### src/tftp_rx_pkg.sv
`timescale 1ns / 1ps

package tftp_rx_pkg;

    localparam logic [31:0] LOAD_BASE_RESET = 32'h3100_0000;
    localparam logic [15:0] DATA_OPCODE     = 16'd3;
    localparam logic        KIND_WRITE      = 1'b0;
    localparam logic        KIND_ACK        = 1'b1;

    typedef struct packed {
        logic        kind;
        logic [31:0] write_address;
        logic [7:0]  write_data;
        logic [15:0] ack_block;
        logic [15:0] ack_port;
        logic        transfer_done;
        logic        last;
    } result_t;

endpackage

### src/tftp_data_receiver_top.sv
`timescale 1ns / 1ps

// TFTP data receiver. The s_ channel carries the TFTP part of received UDP packets, one
// byte per word, with s_last_byte on the final byte and the server port in s_source_port.
// The m_ channel gives one result per word: a memory write (m_kind low) for each data
// byte of an accepted DATA packet, or an acknowledge (m_kind high) at the end of it.
// The final byte of an accepted packet that still carries data gives two words, the
// write first, then the acknowledge with m_last set.
// A result enters the result queue when its input word is taken. The block takes one
// input word every cycle while s_ready is high; a final byte that gives two results
// fills two queue entries, so the output side bounds the rate at one result per cycle.
// A three-entry result queue sits between the sides: input is taken while results wait,
// as long as room for two more results remains, so a stalled receiver stops the input
// once two results are waiting.
// The load_base register is written through cfg_wr_en and cfg_wr_data; the user must
// write it only while the block is idle, which the block does not enforce. Reset empties
// the queue, sets load_base to 0x31000000, expects block one, and starts a new packet.
module tftp_data_receiver_top #(
    parameter int BLOCK_BYTES   = 512,
    parameter int POSITION_BITS = 11
) (
    input  logic        aclk,
    input  logic        aresetn,
    input  logic        cfg_wr_en,
    input  logic [31:0] cfg_wr_data,
    input  logic        s_valid,
    output logic        s_ready,
    input  logic [7:0]  s_payload_byte,
    input  logic        s_last_byte,
    input  logic [15:0] s_source_port,
    output logic        m_valid,
    input  logic        m_ready,
    output logic        m_kind,
    output logic [31:0] m_write_address,
    output logic [7:0]  m_write_data,
    output logic [15:0] m_ack_block,
    output logic [15:0] m_ack_port,
    output logic        m_transfer_done,
    output logic        m_last
);
    import tftp_rx_pkg::*;

    localparam logic [POSITION_BITS-1:0] POS_MAX   = {POSITION_BITS{1'b1}};
    localparam logic [POSITION_BITS-1:0] POS_OP_LO = POSITION_BITS'(1);
    localparam logic [POSITION_BITS-1:0] POS_BLK_HI = POSITION_BITS'(2);
    localparam logic [POSITION_BITS-1:0] POS_BLK_LO = POSITION_BITS'(3);
    localparam logic [POSITION_BITS-1:0] POS_DATA  = POSITION_BITS'(4);
    localparam logic [31:0] BLOCK_STEP = 32'(BLOCK_BYTES);
    localparam logic [31:0] FULL_LIMIT = 32'(BLOCK_BYTES + 4);

    logic [31:0]              load_base_reg;
    logic [15:0]              expected_reg, expected_next;
    logic [31:0]              offset_reg, offset_next;
    logic [POSITION_BITS-1:0] pos_reg, pos_next;
    logic [7:0]               held_reg, held_next;
    logic                     is_data_reg, is_data_next;
    logic                     accepted_reg, accepted_next;

    result_t                  fifo_reg [3];
    logic [1:0]               count_reg, count_next;
    logic [1:0]               wr_ptr_reg, wr_ptr_next;
    logic [1:0]               rd_ptr_reg, rd_ptr_next;

    logic                     push, pop, sat;
    logic                     wr_hit, ack_hit, done;
    logic [POSITION_BITS-1:0] pos_after;
    logic [7:0]               held_after;
    logic                     is_data_after, accepted_after;
    logic [15:0]              word16;
    logic [1:0]               n_push;
    logic [1:0]               wr_ptr_inc;
    result_t                  write_rec, ack_rec, first_rec;

    function automatic logic [1:0] ptr_inc(input logic [1:0] p);
        return (p == 2'd2) ? 2'd0 : p + 2'd1;
    endfunction

    assign pop     = m_valid && m_ready;
    assign s_ready = (count_reg <= 2'd1) || ((count_reg == 2'd2) && m_ready);
    assign push    = s_valid && s_ready;

    assign sat    = (pos_reg == POS_MAX);
    assign word16 = {held_reg, s_payload_byte};

    always_comb begin
        held_after     = held_reg;
        is_data_after  = is_data_reg;
        accepted_after = accepted_reg;
        pos_after      = pos_reg;
        if (!sat) begin
            pos_after = pos_reg + POSITION_BITS'(1);
            if (pos_reg == '0 || pos_reg == POS_BLK_HI) begin
                held_after = s_payload_byte;
            end else if (pos_reg == POS_OP_LO) begin
                is_data_after = (word16 == DATA_OPCODE);
            end else if (pos_reg == POS_BLK_LO) begin
                accepted_after = is_data_reg && (word16 == expected_reg);
            end
        end
    end

    assign wr_hit  = !sat && (pos_reg >= POS_DATA) && accepted_reg;
    assign ack_hit = s_last_byte && accepted_after;
    assign done    = (32'(pos_after) < FULL_LIMIT);
    assign n_push  = push ? (2'(wr_hit) + 2'(ack_hit)) : 2'd0;

    always_comb begin
        write_rec               = '0;
        write_rec.kind          = KIND_WRITE;
        write_rec.write_address = load_base_reg + offset_reg + (32'(pos_reg) - 32'd4);
        write_rec.write_data    = s_payload_byte;
        write_rec.last          = !s_last_byte;
        ack_rec                 = '0;
        ack_rec.kind            = KIND_ACK;
        ack_rec.ack_block       = expected_reg;
        ack_rec.ack_port        = s_source_port;
        ack_rec.transfer_done   = done;
        ack_rec.last            = 1'b1;
        first_rec               = wr_hit ? write_rec : ack_rec;
    end

    always_comb begin
        pos_next      = pos_reg;
        held_next     = held_reg;
        is_data_next  = is_data_reg;
        accepted_next = accepted_reg;
        expected_next = expected_reg;
        offset_next   = offset_reg;
        if (push) begin
            if (s_last_byte) begin
                pos_next      = '0;
                held_next     = '0;
                is_data_next  = 1'b0;
                accepted_next = 1'b0;
            end else begin
                pos_next      = pos_after;
                held_next     = held_after;
                is_data_next  = is_data_after;
                accepted_next = accepted_after;
            end
            if (ack_hit) begin
                if (done) begin
                    expected_next = 16'd1;
                    offset_next   = '0;
                end else begin
                    expected_next = expected_reg + 16'd1;
                    offset_next   = (expected_reg == 16'hFFFF) ? (32'd0 - BLOCK_STEP)
                                                               : (offset_reg + BLOCK_STEP);
                end
            end
        end
    end

    assign wr_ptr_inc  = ptr_inc(wr_ptr_reg);
    assign count_next  = count_reg - 2'(pop) + n_push;
    assign rd_ptr_next = pop ? ptr_inc(rd_ptr_reg) : rd_ptr_reg;

    always_comb begin
        unique case (n_push)
            2'd0:    wr_ptr_next = wr_ptr_reg;
            2'd1:    wr_ptr_next = wr_ptr_inc;
            default: wr_ptr_next = ptr_inc(wr_ptr_inc);
        endcase
    end

    always_ff @(posedge aclk) begin
        if (!aresetn) begin
            load_base_reg <= LOAD_BASE_RESET;
            expected_reg  <= 16'd1;
            offset_reg    <= '0;
            pos_reg       <= '0;
            held_reg      <= '0;
            is_data_reg   <= 1'b0;
            accepted_reg  <= 1'b0;
            count_reg     <= '0;
            wr_ptr_reg    <= '0;
            rd_ptr_reg    <= '0;
        end else begin
            if (cfg_wr_en) begin
                load_base_reg <= cfg_wr_data;
            end
            expected_reg <= expected_next;
            offset_reg   <= offset_next;
            pos_reg      <= pos_next;
            held_reg     <= held_next;
            is_data_reg  <= is_data_next;
            accepted_reg <= accepted_next;
            count_reg    <= count_next;
            wr_ptr_reg   <= wr_ptr_next;
            rd_ptr_reg   <= rd_ptr_next;
        end
    end

    always_ff @(posedge aclk) begin
        if (n_push != 2'd0) begin
            fifo_reg[wr_ptr_reg] <= first_rec;
        end
        if (n_push == 2'd2) begin
            fifo_reg[wr_ptr_inc] <= ack_rec;
        end
    end

    assign m_valid         = (count_reg != 2'd0);
    assign m_kind          = fifo_reg[rd_ptr_reg].kind;
    assign m_write_address = fifo_reg[rd_ptr_reg].write_address;
    assign m_write_data    = fifo_reg[rd_ptr_reg].write_data;
    assign m_ack_block     = fifo_reg[rd_ptr_reg].ack_block;
    assign m_ack_port      = fifo_reg[rd_ptr_reg].ack_port;
    assign m_transfer_done = fifo_reg[rd_ptr_reg].transfer_done;
    assign m_last          = fifo_reg[rd_ptr_reg].last;

    // The block offset register must always track the expected block number.
    a_offset_tracks_block: assert property (@(posedge aclk) disable iff (!aresetn)
        offset_reg == 32'((32'(expected_reg) - 32'd1) * BLOCK_STEP))
        else $error("block offset out of step with expected block");

    // The queue never takes more results than it has room for.
    a_no_overflow: assert property (@(posedge aclk) disable iff (!aresetn)
        push |-> ((3'(count_reg) + 3'(n_push) - 3'(pop)) <= 3'd3))
        else $error("result queue overflow");

    // A word that does not end a packet always moves past the first position.
    a_position_moves: assert property (@(posedge aclk) disable iff (!aresetn)
        (push && !s_last_byte) |=> (pos_reg != '0))
        else $error("byte position failed to advance");

endmodule
### config.mk
export PLATFORM = sky130hd
export DESIGN_NAME = tftp_data_receiver_top
export DESIGN_NICKNAME = d
export VERILOG_FILES = /design/src/tftp_rx_pkg.sv /design/src/tftp_data_receiver_top.sv
export SDC_FILE = /design/constraint.sdc
export NUM_CORES = 1
export LEC_CHECK = 0
export ABC_AREA = 1
export BUFFER_PORTS_ARGS = -buffer_cell sky130_fd_sc_hd__buf_4
export CAP_MARGIN = 25
export CORE_ASPECT_RATIO = 0.7
export CORE_MARGIN = 10
export CORE_UTILIZATION = 61
export DETAILED_ROUTE_END_ITERATION = 10
export GPL_TIMING_DRIVEN = 0
export HOLD_SLACK_MARGIN = 0.06
export PLACE_DENSITY = 0.84
export SLEW_MARGIN = 10
export SYNTH_ARGS = -nofsm -noshare
export SYNTH_HDL_FRONTEND = slang
export SYNTH_SLANG_ARGS = --single-unit
### constraint.sdc
create_clock -name aclk -period 4.93 [get_ports aclk]
set_input_delay 0.986 -clock aclk [delete_from_list [all_inputs] [get_ports aclk]]
set_output_delay 0.986 -clock aclk [all_outputs]
set_load 0.02 [all_outputs]
* After elaboration in Yosys (flattened, before gate mapping) *
Memories as Yosys holds them, arrays and structs flattened. A register that Yosys moved wholly into a read port is not among the register bits.
Cells that the tools add are included.

operators by class
  mux-type cells = 29
  eq/ne operators = 15
  $lt $le $gt $ge = 3
  add/subtract/negate cells = 12
  reduce and logical (&&, ||, !) cells = 20

operators with widths
  kind                                                                     number
  75-bit 2-to-1 mux                                                        1
  32-bit adder                                                             2
  32-bit 2-to-1 mux                                                        2
  32-bit by 10-bit adder with 32-bit output (second input constant)        1
  8-bit 2-to-1 mux                                                         3
  11-bit by 2-bit equality test with 1-bit output (second input constant)  2
  11-bit 2-to-1 mux                                                        2
  16-bit by 1-bit adder with 16-bit output (second input constant)         1
  16-bit equality test                                                     1
  16-bit equality test (second input constant)                             1
  16-bit by 2-bit equality test with 1-bit output (second input constant)  1
  16-bit 2-to-1 mux                                                        1
  1-bit 2-to-1 mux                                                         13
  2-bit 2-to-1 mux                                                         6
  11-bit by 3-bit subtractor with 12-bit output (second input constant)    1
  11-bit by 1-bit adder with 11-bit output (second input constant)         1
  11-bit by 1-bit equality test with 1-bit output (second input constant)  1
  11-bit equality test (second input constant)                             1
  11-bit by 3-bit >= comparator with 1-bit output (second input constant)  1
  11-bit logical NOT                                                       1
  11-bit by 10-bit < comparator with 1-bit output (second input constant)  1
  2-bit equality test (second input constant)                              5
  2-bit nonzero test                                                       4
  1-bit logical AND                                                        7
  14 further kinds                                                         19

storage, ports and cells
  input port bits = 62
  memories = 1
  RAM bits = 225
  word-level logic and storage cells = 90
  register bits after elaboration = 107
  output and inout bits = 77

memories
  name      depth  bits a word  read ports  clocked after Yosys merged registers in  write ports  RTL line                      source
  fifo_reg  3      75           1           1                                        2            tftp_data_receiver_top.sv:59  result_t fifo_reg [3];

* Logic depth before layout (Yosys ltp) *
  word-level depth = 12
  depth in mapped cells = 23
  depth with buffers taken out = 21

* Worst setup path before layout *
OpenSTA, ideal clock, no wires.

  path type = register to register
  start = reg pos_reg[6]
  end = mem fifo_reg[2][60] (netlist name)
  clock period less this slack = 4.057 ns
  slack = 0.873 ns
  required time = 4.793 ns
  arrival = 3.921 ns
  library setup time = 0.137 ns
  path buffers = 1
  stages on the path, launching flop included = 16
  cell sequence = dfxtp_1 > buf_2 > inv_1 > nand2_1 > nor2_2 > nand3_1 > nor2_1 > fa_1 > ha_1 > a21oi_1 > o21ai_0 > a21oi_1 > nand3_1 > or2_2 > nand2_1 > o22ai_1

RTL lines
  what                      RTL line                       source
  start: declaration        tftp_data_receiver_top.sv:54   logic [POSITION_BITS-1:0] pos_reg, pos_next;
  start signal: assignment  tftp_data_receiver_top.sv:184  pos_reg <= pos_next;
  end: declaration          tftp_data_receiver_top.sv:59

==> impl_results.md <==
* CTS clock-pin slew for the worst setup and hold paths at 0.06 ns
* Fin area at a little under 20,000 um^2
* Initial DRC count at about 2,300
* I/O pins at 139
* Number of buffers created by CTS at 31
* Post-CTS setup buffer count at 0
* CTS sink cnt at 325
* Met3 usage at ~6.6%
* Die W at approximately 220 um
* Largest family of logic cells by synthesized area: simple AND/OR/NAND/NOR gates
* Hold WC Path Type: reg2reg
* Die footprint at 35,200 um^2
* Die span in y at ~160 um
* Post-synth EDFFs at a little under 100
* Resize count post-CTS at 0
* Post-DRT Antenna Nets at 0
* Mapped Area at between 15,000 and 20,000 um^2
* Vias at 16,782
* CP Capture Type: flip-flop
* Worst Path Required at 5.14 ns
* Antenna violations before repair at 0
* XOR/XNOR Fraction of Synth Area at under 10%
* Maxcap violations at 0
* Yosys Warn Count at 0
* GRT met1 Usage at 42.0%
* Largest cells by area after synthesis: dfxtp_1 (26%), edfxtp_1 (17%), nand2_1 (10%)
* Path type of the worst setup path: reg2reg
* Area growth syn-to-layout at 15.2%
* Post-synthesis mux area share at 0%
* Largest net degree at the start of global routing at 43
* Synth area leader: dfxtp_1
* Drt via density at between 5 and 6
* Crit path cell chain: ha_1 > nand3_2 > nor2_4 > nand3_4 > nand3_2 > inv_1 > buf_2 > ha_1 > inv_1 > nor2_2 > nor2_4 > nor3_4 > nor2_1 > inv_2 > buf_2 > buf_4
* Met2 Resource Use GR at approximately 44%
* Avg Synthesized Cell Area at 7.62 um^2
* Max Clk Rate at 216 MHz
* Distinct cells, synth at a little under 50
* Crit-path max cell delay at 0.55 ns
* Worst skew pair latency at between 0.5 and 0.6 ns
* Cell row count at just over 50
* Asr flop ratio synth at 0%
* Grt ovf at 0
* Tmin final at approximately 4.6 ns
* CTS Buffer Depth at 3
* Status: complete, no violations
* CTS H-tree depth at 1
* Post-synth top cells: nand2_1 (464), nor2_1 (311), a21oi_1 (247)
* Peak VDD IR at about 0.28 mV
* Hold buffers post-CTS at 0
* Routed len/inst at between 15 and 20 um
* Simple-Gate Fraction of Synth Area at approximately 25%
* Layout cells sized above 1 at a little under an eighth
* Hold Worst Slack at around 0.45 ns
* Top_reg_cell synth: dfxtp_1
* Post-Syn Instances at between 2,000 and 2,500
* Synth top area share at 26.5%
* Vias in the first global route at roughly 16,000
* Placeable Area at 27,700 um^2
* Period Utilization, post-route at around 94%
* Worst Tran Pin Value at about 0.9 ns
* WP data arrival at approximately 4.9 ns
* Pwr dens at 301 nW/um^2
* Total power at between 0.005 and 0.006 W
* Dpl ws at roughly 0.45 ns
* Crit path max-delay family: simple AND/OR/NAND/NOR gates
* Placed cell area at about 19,000 um^2
* Count leader, synth: nand2_1
* Initial core utilization at between 60% and 70%
* Final Non-Filler Cells at between 2,000 and 3,000
* Layout fillers at around 2,200
* Leak at approximately 8.4 nW
* Syn_nets at roughly 2,400
* Startpoint Class: flip-flop
* Residual DRC count at 0
* Max reg flops at between 200 and 250
* First-pass GRT wire length at 84,100 um
* RSZ-0062 raised after global routing: no
* Sequential area share after synthesis at around 44%
* PortBufs at ~140
* Area fraction in compound gates after synthesis at between 15 and 20%
* Relative slew slack at 39.9%
* Max FO, Critical Path at 42
* Final setup viols at 0
* RD Place Congestion at 0.986
* Busiest grt layer: met2
* Clock Skew at about 0.015 ns
* Worst path slowest cell: dfxtp_1
* Post-layout worst setup margin at 0.296 ns
* Tot GR Track Use at roughly 30%
* Post-DP HPWL at roughly 40,000 um
* Fin nets at 2,550
* Hold Fails Final Rpt at 0
* Post-synthesis adder-cell area fraction at ~6.5%
* Worst path bufs/invs at 6
* FF+latch count, synth at 325
* Pre-antenna DRT Iters at 6
* Pins Over Slew Limit at 0
* WL final at approximately 53,000 um
* Antenna diodes at 0
* CTS tree: yes
* Placed Cells incl. Taps at approximately 2,800
* CTS root buffer: clkbuf_16
-- tightest hold or removal path, cell delays in order (launching register included) --
cell     delay, ns
dfxtp_1       0.31
nand2_1       0.06
nand2_1       0.04
-- area by class of cell --
class / count / area (um^2) / area share (%)
clock buffers: 49 / 945 / 4.80
multi-input cells: 1602 / 8330 / 42.3
clock inverters: 9 / 126 / 0.642
inverters: 209 / 785 / 3.99
well taps: 371 / 464 / 2.36
plain buffers: 105 / 474 / 2.41
repair buffers: 139 / 1060 / 5.38
flip-flops and latches: 325 / 7500 / 38.1
-- path summary, 6_finish.rpt --
check	startpoint	end	slack, ns	cells after the start
min reg2reg	fifo_reg[0][72]$_SDFFE_PP0N_	fifo_reg[0][72]$_SDFFE_PP0N_	0.45	2
min	fifo_reg[0][72]$_SDFFE_PP0N_	fifo_reg[0][72]$_SDFFE_PP0N_	0.45	2
max	pos_reg[1]$_SDFFE_PN0P_	fifo_reg[2][27]$_DFFE_PP_	0.30	16
max reg2reg	pos_reg[1]$_SDFFE_PN0P_	fifo_reg[2][27]$_DFFE_PP_	0.30	16
-- report_power, final --
part           leakage [nW]  switching (W)  internal [W]
clock                 0.529        0.00105       0.00147
sequential             2.51      0.0000245       0.00276
combinational          5.34       0.000408      0.000215
total                  8.38        0.00148       0.00444
-- cells in the final DEF (no fill, tap or decap), drive strengths merged --
cell type  count
edfxtp        99
a22o           3
a31oi          3
o21ai        174
o22ai         42
o21a           2
xor2          25
and3           1
clkbuf       125
ha            52
buf          168
nand2        469
o21bai         2
o31ai          1
nor2         319
a21oi        259
nand4         25
nor4           5
a221oi         1
dfxtp        226
o211ai         1
bufinv         3
or2           12
a22oi          4
xnor2         11
fa            23
a211oi         9
inv          208
nand3b        14
a21o           3
nand3        115
clkinvlp       1
o211a          1
clkinv         6
nor3          26
-- routing by layer --
layer	wire length (um)	part of all wire [%]	vias to the layer above
li1	-	-	7787
met1	22800	43	7882
met2	23000	43	999
met3	6260	12	114
met4	1330	2.5	0
met5	0	0	-
-- cells by family after synthesis --
| group | Yosys count |
|---|---|
| AO/OA/AOI/OAI | 505 |
| XOR/XNOR | 36 |
| adder cells (fa/ha/maj) | 75 |
| buffers and inverters | 314 |
| flip-flops | 325 |
| AND/OR/NAND/NOR | 986 |
-- stage by stage --
| stage | setup TNS (ns) | utilization [%] |
|---|---|---|
| global placement | -0.296 | 67.1 |
| CTS | 0 | 71.1 |
| finish | 0 | 71.1 |
| global route | 0 | 71.1 |
| detailed placement | 0 | 67.2 |
| floorplan | 0 | - |
No activity file was read; power rests on OpenSTA's default activity.
